<file path="config.mk">
export PLATFORM = sky130hd
export DESIGN_NAME = leibniz_pi_partial_sum_unit_flat
export DESIGN_NICKNAME = d
export VERILOG_FILES = /design/src/hdl/lps_pkg.sv /design/src/hdl/lps_in_if.sv /design/src/hdl/lps_out_if.sv /design/src/hdl/lps_cfg_if.sv /design/src/hdl/leibniz_pi_partial_sum_unit.sv /design/src/flat_wrapper.sv
export SDC_FILE = /design/constraint.sdc
export NUM_CORES = 1
export LEC_CHECK = 0
export BUFFER_PORTS_ARGS = -buffer_cell sky130_fd_sc_hd__buf_2
export CORE_ASPECT_RATIO = 0.8
export CORE_MARGIN = 2
export CORE_UTILIZATION = 60
export CTS_CLUSTER_SIZE = 14
export DETAILED_ROUTE_END_ITERATION = 10
export PLACE_DENSITY_LB_ADDON = 0.2
export SYNTH_ARGS = -nofsm -noshare
export SYNTH_HDL_FRONTEND = slang
export SYNTH_SLANG_ARGS = --single-unit
</file>
<file path="constraint.sdc">
create_clock -name clk_i -period 11.6 [get_ports clk_i]
set_input_delay 2.32 -clock clk_i [delete_from_list [all_inputs] [get_ports clk_i]]
set_output_delay 2.32 -clock clk_i [all_outputs]
set_load 0.02 [all_outputs]
</file>
<file path="src/hdl/lps_pkg.sv">
// ----------------------------------------------------------------------------
// Leibniz partial sum package
// Widths, register codes and controller states shared by the partial sum
// unit and its channel interfaces.
// ----------------------------------------------------------------------------
`default_nettype none

package lps_pkg;

  // Field and datapath widths.
  localparam int IndexBits   = 24;
  localparam int FracBits    = 32;
  localparam int AccBits     = 40;
  localparam int StrideBits  = 11;
  localparam int StartBits   = 10;

  // The quotient 2^FracBits / (2i+1) needs one bit above the fraction.
  localparam int QuotBits    = FracBits + 1;
  // Odd denominator 2i+1 for any included term index.
  localparam int DenBits     = IndexBits + 1;
  // The running term index may step one stride past the last index.
  localparam int IdxRegBits  = IndexBits + 1;
  localparam int CntBits     = $clog2(QuotBits);

  // Configuration channel.
  localparam int CfgIdxBits  = 2;
  localparam int CfgDataBits = StrideBits;

  typedef enum logic [CfgIdxBits-1:0] {
    CfgStride = 2'd0,
    CfgStart  = 2'd1
  } cfg_reg_e;

  // Controller states.
  typedef enum logic [2:0] {
    S_IDLE,
    S_CHECK,
    S_DIV,
    S_ADD,
    S_OUT
  } state_e;

endpackage

`default_nettype wire

</file>
<file path="src/hdl/lps_in_if.sv">
// ----------------------------------------------------------------------------
// Input channel
// Carries one upper term index per beat.
// ----------------------------------------------------------------------------
`default_nettype none

interface lps_in_if;
  logic                         valid;
  logic                         ready;
  logic [lps_pkg::IndexBits-1:0] last_index;

  modport source (output valid, output last_index, input ready);
  modport sink   (input valid, input last_index, output ready);
endinterface

`default_nettype wire

</file>
<file path="src/hdl/lps_out_if.sv">
// ----------------------------------------------------------------------------
// Result channel
// Carries one signed fixed-point partial sum per beat.
// ----------------------------------------------------------------------------
`default_nettype none

interface lps_out_if;
  logic                              valid;
  logic                              ready;
  logic signed [lps_pkg::AccBits-1:0] pi_part;

  modport source (output valid, output pi_part, input ready);
  modport sink   (input valid, input pi_part, output ready);
endinterface

`default_nettype wire

</file>
<file path="src/hdl/lps_cfg_if.sv">
// ----------------------------------------------------------------------------
// Configuration write channel
// Carries a register index and its write data per beat.
// ----------------------------------------------------------------------------
`default_nettype none

interface lps_cfg_if;
  logic                            valid;
  logic                            ready;
  logic [lps_pkg::CfgIdxBits-1:0]  reg_idx;
  logic [lps_pkg::CfgDataBits-1:0] wdata;

  modport source (output valid, output reg_idx, output wdata, input ready);
  modport sink   (input valid, input reg_idx, input wdata, output ready);
endinterface

`default_nettype wire

</file>
<file path="src/hdl/leibniz_pi_partial_sum_unit.sv">
// ----------------------------------------------------------------------------
// Leibniz partial sum unit
// Sums the strided terms (-1)^i / (2i+1) from the start index up to the
// given last index and returns four times the sum, 32 fraction bits.
// ----------------------------------------------------------------------------
//
//   Channel  Direction  Payload                    Beat
//   in_i     sink       last_index[23:0]           one series request
//   out_o    source     pi_part[39:0], signed      one partial sum
//   cfg_i    sink       reg_idx[1:0], wdata[10:0]  one register write
//
// Each term runs an index check, a bit-serial restoring divider producing one
// quotient bit per cycle, and an add. A new request is taken only in the idle
// state, once the previous result has been loaded into the output register.
// Reset sets stride to 1 and start index to 0; configuration is always ready.
// A stalled result holds the unit in its output state until it is taken.
// ----------------------------------------------------------------------------
`default_nettype none

module leibniz_pi_partial_sum_unit (
  input  wire logic  clk_i,
  input  wire logic  rst_ni,
  lps_in_if.sink     in_i,
  lps_out_if.source  out_o,
  lps_cfg_if.sink    cfg_i
);

  lps_pkg::state_e state_q, state_d;

  logic [lps_pkg::StrideBits-1:0] stride_q;
  logic [lps_pkg::StartBits-1:0]  start_q;

  logic [lps_pkg::IndexBits-1:0]  last_q;
  logic [lps_pkg::IdxRegBits-1:0] idx_q;
  logic [lps_pkg::StrideBits-1:0] step_q;
  logic [lps_pkg::AccBits-1:0]    acc_q;
  logic [lps_pkg::DenBits-1:0]    rem_q;
  logic [lps_pkg::QuotBits-1:0]   quot_q;
  logic [lps_pkg::CntBits-1:0]    cnt_q;
  logic signed [lps_pkg::AccBits-1:0] pi_part_q;
  logic                           out_valid_q;

  logic                           in_take;
  logic                           out_free;
  logic                           past_last;
  logic                           div_start;
  logic                           div_last;
  logic                           load_out;
  logic [lps_pkg::DenBits-1:0]    den;
  logic [lps_pkg::DenBits:0]      rem_sh;
  logic                           quot_bit;
  logic [lps_pkg::DenBits-1:0]    rem_d;
  logic [lps_pkg::AccBits-1:0]    mag;
  logic [lps_pkg::AccBits-1:0]    term;

  // Configuration registers; writes are taken in every cycle.
  assign cfg_i.ready = 1'b1;

  always_ff @(posedge clk_i or negedge rst_ni) begin
    if (!rst_ni) begin
      stride_q <= lps_pkg::StrideBits'(1);
      start_q  <= '0;
    end else if (cfg_i.valid) begin
      unique case (cfg_i.reg_idx)
        lps_pkg::CfgStride: stride_q <= cfg_i.wdata[lps_pkg::StrideBits-1:0];
        lps_pkg::CfgStart:  start_q  <= cfg_i.wdata[lps_pkg::StartBits-1:0];
        default: ;
      endcase
    end
  end

  // Handshake and status terms.
  assign in_take   = in_i.valid && in_i.ready;
  assign out_free  = !out_valid_q || out_o.ready;
  assign past_last = idx_q > lps_pkg::IdxRegBits'(last_q);
  assign div_last  = cnt_q == lps_pkg::CntBits'(lps_pkg::QuotBits - 1);

  // Next state.
  always_comb begin
    state_d = state_q;
    unique case (state_q)
      lps_pkg::S_IDLE:  if (in_i.valid) state_d = lps_pkg::S_CHECK;
      lps_pkg::S_CHECK: state_d = past_last ? lps_pkg::S_OUT : lps_pkg::S_DIV;
      lps_pkg::S_DIV:   if (div_last) state_d = lps_pkg::S_ADD;
      lps_pkg::S_ADD:   state_d = lps_pkg::S_CHECK;
      lps_pkg::S_OUT:   if (out_free) state_d = lps_pkg::S_IDLE;
      default:          state_d = lps_pkg::S_IDLE;
    endcase
  end

  // Controller outputs.
  always_comb begin
    in_i.ready = 1'b0;
    div_start  = 1'b0;
    load_out   = 1'b0;
    unique case (state_q)
      lps_pkg::S_IDLE:  in_i.ready = 1'b1;
      lps_pkg::S_CHECK: div_start  = !past_last;
      lps_pkg::S_OUT:   load_out   = out_free;
      default: ;
    endcase
  end

  always_ff @(posedge clk_i or negedge rst_ni) begin
    if (!rst_ni) begin
      state_q <= lps_pkg::S_IDLE;
    end else begin
      state_q <= state_d;
    end
  end

  // Divider step: shift in one dividend bit (the leading one of 2^FracBits,
  // then zeros) and subtract the odd denominator where it fits.
  assign den      = {idx_q[lps_pkg::IndexBits-1:0], 1'b1};
  assign rem_sh   = {rem_q, cnt_q == '0};
  assign quot_bit = rem_sh >= {1'b0, den};
  assign rem_d    = quot_bit ? lps_pkg::DenBits'(rem_sh - {1'b0, den})
                             : rem_sh[lps_pkg::DenBits-1:0];

  // Signed term, negated for odd indices.
  assign mag  = lps_pkg::AccBits'(quot_q);
  assign term = idx_q[0] ? lps_pkg::AccBits'(-mag) : mag;

  // Divider bit counter.
  always_ff @(posedge clk_i or negedge rst_ni) begin
    if (!rst_ni) begin
      cnt_q <= '0;
    end else if (div_start) begin
      cnt_q <= '0;
    end else if (state_q == lps_pkg::S_DIV) begin
      cnt_q <= lps_pkg::CntBits'(cnt_q + 1'b1);
    end
  end

  // Series datapath: index walk, divider registers and accumulator.
  always_ff @(posedge clk_i) begin
    if (in_take) begin
      last_q <= in_i.last_index;
      idx_q  <= lps_pkg::IdxRegBits'(start_q);
      acc_q  <= '0;
      step_q <= (stride_q == '0) ? lps_pkg::StrideBits'(1) : stride_q;
    end
    if (div_start) begin
      rem_q <= '0;
    end else if (state_q == lps_pkg::S_DIV) begin
      rem_q  <= rem_d;
      quot_q <= {quot_q[lps_pkg::QuotBits-2:0], quot_bit};
    end
    if (state_q == lps_pkg::S_ADD) begin
      acc_q <= lps_pkg::AccBits'(acc_q + term);
      idx_q <= lps_pkg::IdxRegBits'(idx_q + lps_pkg::IdxRegBits'(step_q));
    end
  end

  // Output register: holds the result until the beat completes.
  always_ff @(posedge clk_i or negedge rst_ni) begin
    if (!rst_ni) begin
      out_valid_q <= 1'b0;
    end else if (load_out) begin
      out_valid_q <= 1'b1;
    end else if (out_o.ready) begin
      out_valid_q <= 1'b0;
    end
  end

  always_ff @(posedge clk_i) begin
    if (load_out) begin
      pi_part_q <= {acc_q[lps_pkg::AccBits-3:0], 2'b00};
    end
  end

  assign out_o.valid   = out_valid_q;
  assign out_o.pi_part = pi_part_q;

  // The partial remainder stays below the denominator throughout a division.
  a_rem_below_den: assert property (@(posedge clk_i) disable iff (!rst_ni)
    (state_q == lps_pkg::S_DIV) |-> (rem_q < den))
    else $error("divider remainder not below denominator");

  // The last divider step is always followed by the add.
  a_div_to_add: assert property (@(posedge clk_i) disable iff (!rst_ni)
    (state_q == lps_pkg::S_DIV && div_last) |=> (state_q == lps_pkg::S_ADD))
    else $error("division did not end in the add step");

  // An accepted beat always begins with an index check.
  a_take_to_check: assert property (@(posedge clk_i) disable iff (!rst_ni)
    in_take |=> (state_q == lps_pkg::S_CHECK))
    else $error("accepted beat not followed by index check");

  // A new result only appears from the output state.
  a_result_source: assert property (@(posedge clk_i) disable iff (!rst_ni)
    $rose(out_valid_q) |-> $past(state_q == lps_pkg::S_OUT))
    else $error("result raised outside the output state");

  // Only the index check may start a division.
  a_div_entry: assert property (@(posedge clk_i) disable iff (!rst_ni)
    (state_q == lps_pkg::S_DIV && cnt_q == '0) |-> $past(state_q == lps_pkg::S_CHECK))
    else $error("division started without index check");

endmodule

`default_nettype wire
</file>
<file path="src/flat_wrapper.sv">
// flat-port wrapper written by rule: the top's interface ports become plain ports
module leibniz_pi_partial_sum_unit_flat 
  (clk_i, rst_ni, in_i_valid, in_i_last_index, in_i_ready, out_o_valid, out_o_pi_part, out_o_ready, cfg_i_valid, cfg_i_reg_idx, cfg_i_wdata, cfg_i_ready);
  lps_in_if in_i_i ();
  lps_out_if out_o_i ();
  lps_cfg_if cfg_i_i ();
  input  wire logic clk_i;
  input  wire logic rst_ni;
  input wire logic [$bits(in_i_i.valid)-1:0] in_i_valid;
  input wire logic [$bits(in_i_i.last_index)-1:0] in_i_last_index;
  output wire logic [$bits(in_i_i.ready)-1:0] in_i_ready;
  output wire logic [$bits(out_o_i.valid)-1:0] out_o_valid;
  output wire logic [$bits(out_o_i.pi_part)-1:0] out_o_pi_part;
  input wire logic [$bits(out_o_i.ready)-1:0] out_o_ready;
  input wire logic [$bits(cfg_i_i.valid)-1:0] cfg_i_valid;
  input wire logic [$bits(cfg_i_i.reg_idx)-1:0] cfg_i_reg_idx;
  input wire logic [$bits(cfg_i_i.wdata)-1:0] cfg_i_wdata;
  output wire logic [$bits(cfg_i_i.ready)-1:0] cfg_i_ready;
  assign in_i_i.valid = in_i_valid;
  assign in_i_i.last_index = in_i_last_index;
  assign in_i_ready = in_i_i.ready;
  assign out_o_valid = out_o_i.valid;
  assign out_o_pi_part = out_o_i.pi_part;
  assign out_o_i.ready = out_o_ready;
  assign cfg_i_i.valid = cfg_i_valid;
  assign cfg_i_i.reg_idx = cfg_i_reg_idx;
  assign cfg_i_i.wdata = cfg_i_wdata;
  assign cfg_i_ready = cfg_i_i.ready;
  leibniz_pi_partial_sum_unit u_core (.clk_i(clk_i), .rst_ni(rst_ni), .in_i(in_i_i), .out_o(out_o_i), .cfg_i(cfg_i_i));
endmodule
</file>
* After elaboration in Yosys (flattened, before gate mapping) *
Cells that the tools add are included.

storage, ports and cells
  bits in registers = 227
  logic and storage cells = 62

operators by class
  bitwise gates (word level) = 1
  magnitude comparators = 2
  equality and inequality tests = 9
  add/subtract/negate cells = 5
  reductions and logical operators = 15
  multiplexer cells = 18

operator list
  cell                                                                      number
  40-bit 2-to-1 mux                                                         3
  25-bit 2-to-1 mux                                                         3
  40-bit adder                                                              1
  33-bit negator with 40-bit output                                         1
  26-bit by 25-bit greater-or-equal comparator with 1-bit output            1
  25-bit by 11-bit adder with 25-bit output                                 1
  25-bit by 24-bit > comparator with 1-bit output                           1
  25-bit subtractor                                                         1
  3-bit case mux with 5 select lines                                        1
  3-bit 2-to-1 mux                                                          4
  6-bit 2-to-1 mux                                                          2
  11-bit zero test                                                          1
  6-bit by 1-bit adder with 6-bit output (second input constant)            1
  3-bit by 2-bit == test with 1-bit output (second input constant)          2
  6-bit == test (second input constant)                                     1
  6-bit zero test                                                           1
  2-bit AND reduction                                                       3
  2-bit nonzero test                                                        3
  1-bit 2-to-1 mux                                                          5
  2-bit by 1-bit inequality test with 1-bit output (second input constant)  2
  3-bit by 1-bit == test with 1-bit output (second input constant)          1
  3-bit == test (second input constant)                                     1
  3-bit zero test                                                           1
  3-bit AND reduction                                                       1
  other kinds (7)                                                           8

* Longest topological paths before layout *
Gate-level depths: netlist of run 1.

  depth in word-level cells = 5
  depth in mapped cells = 19
  mapped depth without buffers = 18

* Worst setup path after synthesis of run 1 *
OpenSTA, ideal clock, no wires.

  kind = input-to-reg
  start = input in_i_valid
  end = register u_core.acc_q[0] (netlist bit) (enable)
  data required time = 11.207 ns
  setup slack = 6.861 ns
  arrival time = 4.346 ns
  path buffers = 0
  cell stages on the path = 3
  cell sequence = nor2b_1 and2_1 or2_2

between the ends
  longest elaborated chain between the ends = 2

ends and longest elaborated chain
  what                          RTL line                            RTL
  from (decl)                   flat_wrapper.sv:9                   input wire logic [$bits(in_i_i.valid)-1:0] in_i_valid;
  1-bit logical AND             leibniz_pi_partial_sum_unit.sv:73   assign in_take = in_i.valid && in_i.ready;
  via u_core.in_take            leibniz_pi_partial_sum_unit.sv:43   logic in_take;
  2-bit nonzero test (no line)  n/a
  to (signal assigned)          leibniz_pi_partial_sum_unit.sv:150  acc_q <= lps_pkg::AccBits'(acc_q + term);
  to (decl)                     leibniz_pi_partial_sum_unit.sv:36   logic [lps_pkg::AccBits-1:0] acc_q;

The timed path passes the listed nets, and every way through them passes these cells.
A chain may end at the register's enable or synchronous reset.

* Worst setup path in the final report of run 1 *
  start = register u_core.quot_q[9] (netlist bit)
  end = register u_core.acc_q[37] (netlist bit), data pin

between the ends
  longest elaborated chain between the ends = 4

ends and longest elaborated chain
  what                               RTL line                            RTL
  from (decl)                        leibniz_pi_partial_sum_unit.sv:38   logic [lps_pkg::QuotBits-1:0] quot_q;
  from (signal assigned)             leibniz_pi_partial_sum_unit.sv:147  quot_q <= {quot_q[lps_pkg::QuotBits-2:0], quot_bit};
  33-bit negator with 40-bit output  leibniz_pi_partial_sum_unit.sv:122  assign term = idx_q[0] ? lps_pkg::AccBits'(-mag) : mag;
  40-bit 2-to-1 mux *                leibniz_pi_partial_sum_unit.sv:122
  40-bit adder *                     leibniz_pi_partial_sum_unit.sv:150
  40-bit 2-to-1 mux *                leibniz_pi_partial_sum_unit.sv:149  if (state_q == lps_pkg::S_ADD) begin

Every way passes the cells marked *; elsewhere a longest branch is shown, timed or not.

==> results.cfg, run 1 <==
[synth]
ys_warn_count = 0
synth_xor_area_share_pct = 6.23
synth_top_family_by_area = compound AO/OA/AOI/OAI gates
synth-edff-count = 169
synth_area_leaders = edfxtp_1 (38%), ha_1 (9.6%), dfrtp_1 (5.6%), xnor2_1 (4.0%), dfxtp_1 (3.7%)
synth_most_common_cell = edfxtp_1
netlist_top_cells_count = edfxtp_1 (169), nand2_1 (110), ha_1 (102)
avgSynthCellArea_sq_um = 10.3
seq_area_frac_synth_pct = 47.6
ys_seq_elements = 225
async_reset_ff_share_pct = 13.8
yosys.area.top_type_share_pct = 38.0
synth_flop_cell = edfxtp_1
synth_cells = 1291
synth_compound_area_share_pct = 15.4
synth_mux_area_share_pct = 3.87
yosys.area_share.simple_pct = 13.2
synthAdderAreaFrac_pct = 10.0
syn-cell-area_sq_um = 13400
synth_cell_types = 69
synth_top_area_cell = edfxtp_1

[timing]
rsz0062_at_grt = false
max_slew_margin_pct = 22.2
hold_violations = 0
worst_pin_slew_ns = 1.16
fmax_ghz = 0.185
tns_ns = 0
slew_viol_final = 0
clock_skew_ns = 0.00896
fin_crit_sh_pct = 46.7
min_period_ns = 5.41
setup_violations = 0

[global_routing]
grt_pass1_wl_mm = 49.1
grt_pass1_vias = 9480
antenna_found_initial = 0
grt_max_degree = 62
grt_usage_pct = 26.5
grt_overflow_total = 0

[clock_tree]
cts_buffers = 24
h-tree-depth = 1
clkSlewWorstSetupHoldPaths_ns = 0.06
clock-sinks = 225
clock_latency_ns = 0.51
root_buffer = clkbuf_16
cts_tree = built
clock_path_buffers = 3
cts_setup_buffers = 0
postCtsHoldBufs = 0
cts_resized = 0

[floorplan]
start_util_pct = 61.4
dieArea_sq_um = 23500
die_w_microns = 171
die_y_microns = 137
ios = 85
core-area_sq_um = 21700
rows = 48

[worst_setup_path]
critPathMaxFanout = 6
end_kind = register
critPathKind = reg -> reg
worstSetupStartpointType = register
required_ns = 11.87
critical_path_arrival_ns = 5.68

[status]
status = finished, final reports clean

[power]
seq_power_share_pct = 31.6
comb_power_share_pct = 51.5
power_density_nw_per_um2 = 286
ir_drop_mv = 0.145
netSwitchingPower_mw = 1.82
switching_share_pct = 43.1
p_leak_nw = 6.12
p_clk_share_pct = 16.9
p_int_mw = 2.41

[detailed_routing]
ant_nets = 0
drt_iter0_drc = 810
drc = 0
firstDrtPassIters = 5
wl_mm = 30.5
post_drt_wl_per_cell_microns = 18.2
vias = 10000
routed_via_density = 5.98

[final_layout]
final_core_util_pct = 68.0
nNetsFinal = 1505
antenna_cells = 0
areaGrowthSynthToFinish_pct = 10.6
finalInstanceArea_sq_um = 14800
drive_above_1_share_pct = 11.9

[place]
dpl-instance-area_sq_um = 14000
hpwl_mm = 22.0
io_buffers = 81
gp_congestion = 0.949

[min_path]
hp-class = reg -> reg

[job]
cap_viol_max_count = 0
## metal layers
metal	up-vias	global-route usage [%]	part of all wire, %
met1	4743	40.5	49
met3	40	4.14	6.6
met2	335	40.1	43
li1	4900	-	-
met5	-	0	0
met4	0	5.04	1.6
## final timing paths
kind / from / endpoint / slack [ns] / depth (start not counted)
min in group asynchronous: rst_ni / u_core.stride_q[3] / 1.86 / 1
setup / recovery: u_core.quot_q[9] / u_core.acc_q[37] / 6.19 / 14
max in group asynchronous: rst_ni / u_core.cnt_q[2] / 9.27 / 1
setup reg to reg: u_core.quot_q[9] / u_core.acc_q[37] / 6.19 / 14
hold / removal: u_core.acc_q[14] / u_core.out_o.pi_part[16] / 0.47 / 0
hold reg to reg: u_core.acc_q[14] / u_core.out_o.pi_part[16] / 0.47 / 0
## cell usage in the layout (no fill, tap or decap), types with 15 or more instances in the layout
cell	synthesis	routed
edfxtp_1	169	169
nand2_1	110	109
ha_1	102	102
nor2_1	92	92
a21oi_1	90	88
buf_2	2	81
o21ai_0	78	78
inv_1	76	76
xnor2_1	61	61
a21o_1	37	37
xor2_1	34	34
nand3_1	32	32
dfrtp_1	30	30
mux2i_1	28	28
clkbuf_16	0	25
dfxtp_1	25	25
nor3_1	22	22
mux2_2	21	21
o22ai_1	15	15
## registers in the layout (all words and copies together) (netlist names)
| register | cells |
|---|---|
| u_core.cnt_q | 6 |
| u_core.acc_q | 38 |
| u_core.stride_q | 11 |
| u_core.out_o.valid | 1 |
| u_core.rem_q | 25 |
| u_core.step_q | 11 |
| u_core.last_q | 24 |
| u_core.idx_q | 25 |
| u_core.out_o.pi_part | 38 |
| u_core.state_q | 3 |
| u_core.start_q | 10 |
| u_core.quot_q | 33 |
## power by group through the flow
stage | combinational (mW) | sequential (mW) | clock (mW)
global route | 2.42 | 1.36 | 0.759
floorplan | 1.60 | 1.33 | 0
finish | 2.18 | 1.34 | 0.717
detailed placement | 2.12 | 1.35 | 0
CTS | 2.15 | 1.33 | 0.733
global placement | 2.09 | 1.34 | 0
## layout make-up
type,count,area [sq um]
clock buffer,35,683
clock inverter,9,48.8
fill,1714,6970
inverter,76,285
multi-input combinational,941,6560
sequential,225,6350
tap,300,375
timing repair buffer,90,473
## logic make-up (layout without fill, tap and decap cells)
group / after synthesis / after routing
mux: 49 / 49
fa+ha+maj: 105 / 105
buf+inv: 126 / 210
xor+xnor: 95 / 95
other cells: 2 / 3
compound gates: 325 / 325
flops: 225 / 225
simple gates: 364 / 364
## through the flow
step                std cells  hold slack (ns)  worst slack, ns  total power [mW]
global placement         1632            0.449             6.31              3.43
floorplan                1292            0.431             6.86              2.93
global route             1676            0.476             5.89              4.54
finish                   1676            0.467             6.19              4.23
CTS                      1676            0.472             6.25              4.21
detailed placement       1632            0.443             6.27              3.47
## worst max-delay path: stages, from the launching register on
cell      delay, ns
edfxtp_1       0.43
or4_4          0.57
or3_4          0.35
or3_1          0.39
or3_1          0.47
nand2_1        0.12
xnor2_1        0.07
ha_1           0.39
and2_1         0.22
nand3_1        0.15
or3_1          0.38
o311ai_0       0.84
a41oi_1        0.32
o2111a_1       0.32
a21o_1         0.15
(Power assumes the default switching activity.)
==> run 2: changes to the inputs <==
--- a/config.mk
+++ b/config.mk
@@ -8,7 +8,7 @@
 export BUFFER_PORTS_ARGS = -buffer_cell sky130_fd_sc_hd__buf_2
 export CORE_ASPECT_RATIO = 0.8
 export CORE_MARGIN = 2
-export CORE_UTILIZATION = 60
+export CORE_UTILIZATION = 56
 export CTS_CLUSTER_SIZE = 14
 export DETAILED_ROUTE_END_ITERATION = 10
 export PLACE_DENSITY_LB_ADDON = 0.2
==> constraint.sdc (replaced) <==
create_clock -name clk_i -period 4.4 [get_ports clk_i]
set_input_delay 0.88 -clock clk_i [delete_from_list [all_inputs] [get_ports clk_i]]
set_output_delay 0.88 -clock clk_i [all_outputs]
set_load 0.02 [all_outputs]
==> run 2 against run 1 <==
Net effect:
- the run now ends with setup timing left
- final area grew 5.6%
- clock power grew to 2.7 times the previous value
- worst hold slack lost 0.073 ns
- first-iteration DRC count shrank 5.4%
- non-clock buffer count grew 77
- clock-buffer cell count grew 1
==> results.cfg, run 2 (same netlist as run 1, synthesis figures left out) <==
[timing]
fin_crit_sh_pct = 102
worst_pin_slew_ns = 1.18
slew_viol_final = 0
max_slew_margin_pct = 21.3
setup_slack_ns = -0.0969
fmax_ghz = 0.222
tns_ns = -0.367
rsz0062_at_grt = true
clock_skew_ns = 0.0152
setup_violations = 9
min_period_ns = 4.50
hold_violations = 0

[final_layout]
fillers = 1827
nNetsFinal = 1582
drive_above_1_share_pct = 19.1
areaGrowthSynthToFinish_pct = 16.8
antenna_cells = 0
stdcell_count = 1765
final_cell_mix = edfxtp_1 (169), nand2_1 (108), ha_1 (101)
final_common_cell = edfxtp_1

[power]
p_clk_share_pct = 16.2
ir_drop_mv = 0.479
seq_power_share_pct = 29.5
power_density_nw_per_um2 = 768
comb_power_share_pct = 54.3
p_leak_nw = 6.56
p_int_mw = 6.91
switching_share_pct = 42.4
netSwitchingPower_mw = 5.08

[worst_setup_path]
critPathMaxFanout = 6
reg2reg_from = u_core.quot_q[10]
worstSetupStartpointType = register
rr_worst_depth = 16
critPathKind = reg -> reg
end_kind = register
required_ns = 4.68
startpoint = u_core.quot_q[10]
critical_path_arrival_ns = 4.78

[global_routing]
grt_pass1_vias = 9958
grt_max_degree = 48
grt_usage_pct = 25.7
grt_pass1_wl_mm = 51.5
antenna_found_initial = 0
grt_overflow_total = 0

[status]
violations = setup timing
status = complete, but fails checks

[clock_tree]
cts_buffers = 24
clock_latency_ns = 0.53
h-tree-depth = 1
root_buffer = clkbuf_16
cts_tree = built
clock_path_buffers = 3
clkSlewWorstSetupHoldPaths_ns = 0.06
clock-sinks = 225

[job]
cap_viol_max_count = 0

[detailed_routing]
vias = 10300
post_drt_wl_per_cell_microns = 18.1
drc = 0
firstDrtPassIters = 5
wl_mm = 31.9
routed_via_density = 5.86
ant_nets = 0
drt_iter0_drc = 766

[place]
io_buffers = 81
dp.cells = 1714
gp_congestion = 0.903
hpwl_mm = 23.4

[floorplan]
start_util_pct = 57.1
core-area_sq_um = 23400
dieArea_sq_um = 25100
die_y_microns = 142
rows = 50
die_w_microns = 177
ios = 85

[min_path]
hp-class = in -> async
-- run 2: cell count changes in the layout (fill, tap and decap cells not counted), sizes merged --
cell and delta:
clkinvlp -1, clkinv -2, inv +2, buf +77, clkbuf +1
-- run 2: power groups by stage --
stage | clock network [mW] | logic [mW] | registers, mW
global placement | 0 | 6.08 | 3.54
detailed placement | 0 | 6.19 | 3.56
finish | 1.94 | 6.51 | 3.54
floorplan | 0 | 4.26 | 3.51
global route | 2.06 | 7.21 | 3.61
CTS | 1.98 | 6.32 | 3.53
-- run 2: metrics by stage --
step | area (sq um) | setup slack [ns] | power (mW) | hold slack, ns | util, %
final | 15600 | -0.0969 | 12.0 | 0.394 | 66.7
after global routing | 15600 | -0.261 | 12.9 | 0.445 | 66.7
after CTS | 15500 | -0.0304 | 11.8 | 0.399 | 66.1
after detailed placement | 14600 | -0.295 | 9.76 | 0.449 | 62.5
after global placement | 14600 | -0.0839 | 9.63 | 0.450 | 62.5
after floorplan | 13400 | -0.00941 | 7.77 | 0.431 | -
-- run 2: final timing paths --
check,slack (ns),endpoint
hold / removal,0.39,u_core.stride_q[3]
setup reg to reg,-0.1,u_core.acc_q[37]
hold reg to reg,0.47,u_core.step_q[7]
max in group asynchronous,3.54,u_core.state_q[0]
min in group clk_i,0.47,u_core.step_q[7]
setup / recovery,-0.1,u_core.acc_q[37]
-- run 2: what timing repair did --
item                                    4_1_cts  5_1_grt
hold buffers                                  0        0
endpoints found under the setup margin       12       13
hold endpoints to repair                      0        0
pin swaps                                     5       11
resized for setup                            15       23
buffers inserted                              2        5
-- run 2: routing by layer --
metal	share of wire [%]	wire (microns)	track usage (%)
met1	48	15400	37.9
met2	43	13600	38.9
met3	6.4	2040	4.27
met4	2.9	918	8.09
met5	0	0	0
-- run 2: final cells by class --
cell class | instances | area (sq um) | share of cell area [%]
multi-input cells | 941 | 6760 | 43.3
repair buffers | 167 | 1070 | 6.84
clock buffers | 36 | 686 | 4.39
inverters | 76 | 285 | 1.83
clock inverters | 8 | 62.6 | 0.401
flip-flops and latches | 225 | 6350 | 40.7
well taps | 312 | 390 | 2.50
-- run 2: worst max-delay path: stages, from the launching register on --
cell and delay (ns):
edfxtp_1 0.40, or4_4 0.56, or3_4 0.36, or3_4 0.37, or3_4 0.38, or3_4 0.37, o31ai_4 0.19, xnor2_1 0.15
ha_1 0.27, a21o_1 0.18, a21o_1 0.19, a21oi_1 0.14, o21ai_1 0.08, a21o_1 0.20, a21oi_2 0.14, o21ai_0 0.10
a21o_1 0.17
==> run 3: changes to the inputs <==
--- a/config.mk
+++ b/config.mk
@@ -6,9 +6,11 @@
 export NUM_CORES = 1
 export LEC_CHECK = 0
 export BUFFER_PORTS_ARGS = -buffer_cell sky130_fd_sc_hd__buf_2
+export CELL_PAD_IN_SITES_DETAIL_PLACEMENT = 1
+export CELL_PAD_IN_SITES_GLOBAL_PLACEMENT = 1
 export CORE_ASPECT_RATIO = 0.8
 export CORE_MARGIN = 2
-export CORE_UTILIZATION = 56
+export CORE_UTILIZATION = 44
 export CTS_CLUSTER_SIZE = 14
 export DETAILED_ROUTE_END_ITERATION = 10
 export PLACE_DENSITY_LB_ADDON = 0.2
==> run 3 against run 2 <==
Net effect:
- the flow still finishes with violations (setup timing)
- utilization decreased by 13 points
- clock power increased by 19%
- sequential cell count unchanged
- critical path depth decreased by 2
- fmax decreased by 3.1%
- wire length increased by 20%
- total power increased by 9.2%
- critical endpoint is now u_core.acc_q[33]
- largest cell class unchanged
- highest routed layer unchanged
==> results.cfg, run 3 (same netlist as run 1, synthesis figures left out) <==
[status]
status = complete, but fails checks
violations = setup timing

[place]
hpwl_mm = 27.3
gp_congestion = 0.922
io_buffers = 81
place_ws_ns = -0.259
dpl-instance-area_sq_um = 14900

[final_layout]
final_common_cell = edfxtp_1
regArea_sq_um = 6350
finalInstanceArea_sq_um = 16200
areaGrowthSynthToFinish_pct = 21.5
antenna_cells = 0
final_cell_mix = edfxtp_1 (169), nand2_1 (107), buf_4 (107)
multiInputGateArea_sq_um = 6890
fillers = 3329
drive_above_1_share_pct = 22.0
nNetsFinal = 1611

[detailed_routing]
drc = 0
firstDrtPassIters = 5
ant_nets = 0
wl_mm = 38.4
routed_via_density = 5.59
vias = 10600
post_drt_wl_per_cell_microns = 20.2
drt_iter0_drc = 709

[global_routing]
grt_overflow_total = 0
grt_max_degree = 48
antenna_found_initial = 0
grt_pass1_wl_mm = 61.1
grt_usage_pct = 24.4
grt_pass1_vias = 11100

[floorplan]
rows = 57
start_util_pct = 44.4
ios = 85
dieArea_sq_um = 31800
die_w_microns = 199
die_y_microns = 160
core-area_sq_um = 30100

[worst_setup_path]
critPathBufInv = 1
path_cells = or4_4, or3_4, or3_4, or3_4, o21ai_2, xnor2_1, ha_1, nand3_1, or3_1, o311ai_2, buf_4, nand4_1, o31ai_2, mux2i_1
end_kind = register
startpoint = u_core.quot_q[9]
critical_path_arrival_ns = 5.03
critPathMaxStageDelay_ns = 0.54
required_ns = 4.79
critical_path.top_delay_family = simple AND/OR/NAND/NOR gates
worstSetupStartpointType = register
crit_end = u_core.acc_q[33]
cp.depth = 14
critPathKind = reg -> reg
cpMaxStageDelayCell = or4_4
r2r_slack_ns = -0.24
reg2reg_from = u_core.quot_q[9]
cp_common_cell = or3_4
critPathMaxFanout = 6
rr_worst_depth = 14
r2r-end = u_core.acc_q[33]

[timing]
slew_viol_final = 0
setup_violations = 11
max_slew_margin_pct = 21.4
fmax_ghz = 0.216
clock_skew_ns = 0.0154
min_period_ns = 4.64
whs_ns = 0.393
worst_pin_slew_ns = 1.18
hold_violations = 0
fin_crit_sh_pct = 105
rsz0062_at_grt = true
setup_slack_ns = -0.240

[power]
total_power_mw = 13.1
power_density_nw_per_um2 = 807
p_leak_nw = 6.80
ir_drop_mv = 0.412

[clock_tree]
clock_latency_ns = 0.56
h-tree-depth = 1
clock-sinks = 225
clock_path_buffers = 3
cts_tree = built
clkSlewWorstSetupHoldPaths_ns = 0.07
root_buffer = clkbuf_16
cts_buffers = 27

[job]
cap_viol_max_count = 0

[min_path]
hp-class = in -> async
## run 3: routing by layer
metal	track usage, %	share of wire (%)
met5	0	0
met4	5.94	2.4
met3	3.06	3.7
met2	39.6	46
met1	34.7	48
## run 3: timing repair
item / CTS / global route
pin swaps: 11 / 36
hold buffers: 0 / 0
resized for setup: 28 / 42
endpoints found under the setup margin: 10 / 15
buffers inserted: 13 / 5
## run 3: per-stage QoR
stage	util, %	setup TNS (ns)	std cells
after floorplan	-	-0.00941	1292
after global placement	49.4	-0.550	1832
after detailed placement	49.4	-1.45	1832
after CTS	53.2	-0.239	1895
after global routing	53.9	-3.25	1898
final	53.9	-1.22	1898
## run 3: worst min-delay path by stage
| stage | from | endpoint | slack [ns] | depth (start not counted) |
|---|---|---|---|---|
| after global routing | rst_ni | u_core.start_q[8] | 0.41 | 1 |
| after CTS | rst_ni | u_core.stride_q[6] | 0.39 | 1 |
| after global placement | u_core.acc_q[9] | u_core.out_o.pi_part[11] | 0.46 | 0 |
| after detailed placement | u_core.acc_q[6] | u_core.out_o.pi_part[8] | 0.45 | 0 |
| after floorplan | u_core.acc_q[0] | u_core.out_o.pi_part[2] | 0.43 | 0 |
| final | rst_ni | u_core.start_q[8] | 0.39 | 1 |
## run 3: worst register-to-register path, stage by stage (launching register included)
cell and delay (ns):
edfxtp_1 0.38, or4_4 0.54, or3_4 0.40, or3_4 0.34
or3_4 0.44, o21ai_2 0.21, xnor2_1 0.13, ha_1 0.35
nand3_1 0.17, or3_1 0.45, o311ai_2 0.22, buf_4 0.18
nand4_1 0.17, o31ai_2 0.26, mux2i_1 0.23
## run 3: power breakdown
part           switching, mW  leakage, nW  total (mW)  internal, mW
clock                  0.927        0.445        2.31          1.38
sequential             0.477         2.17        3.56          3.09
combinational           4.20         4.19        7.22          3.02
## run 3: layout make-up
| cell class | count | share of cell area, % |
|---|---|---|
| Clock buffer | 36 | 4.63 |
| Clock inverter | 14 | 0.964 |
| Inverter | 76 | 1.76 |
| Tap cell | 413 | 3.18 |
| Sequential cell | 225 | 39.2 |
| Multi-Input combinational cell | 941 | 42.5 |
| Timing Repair Buffer | 193 | 7.85 |
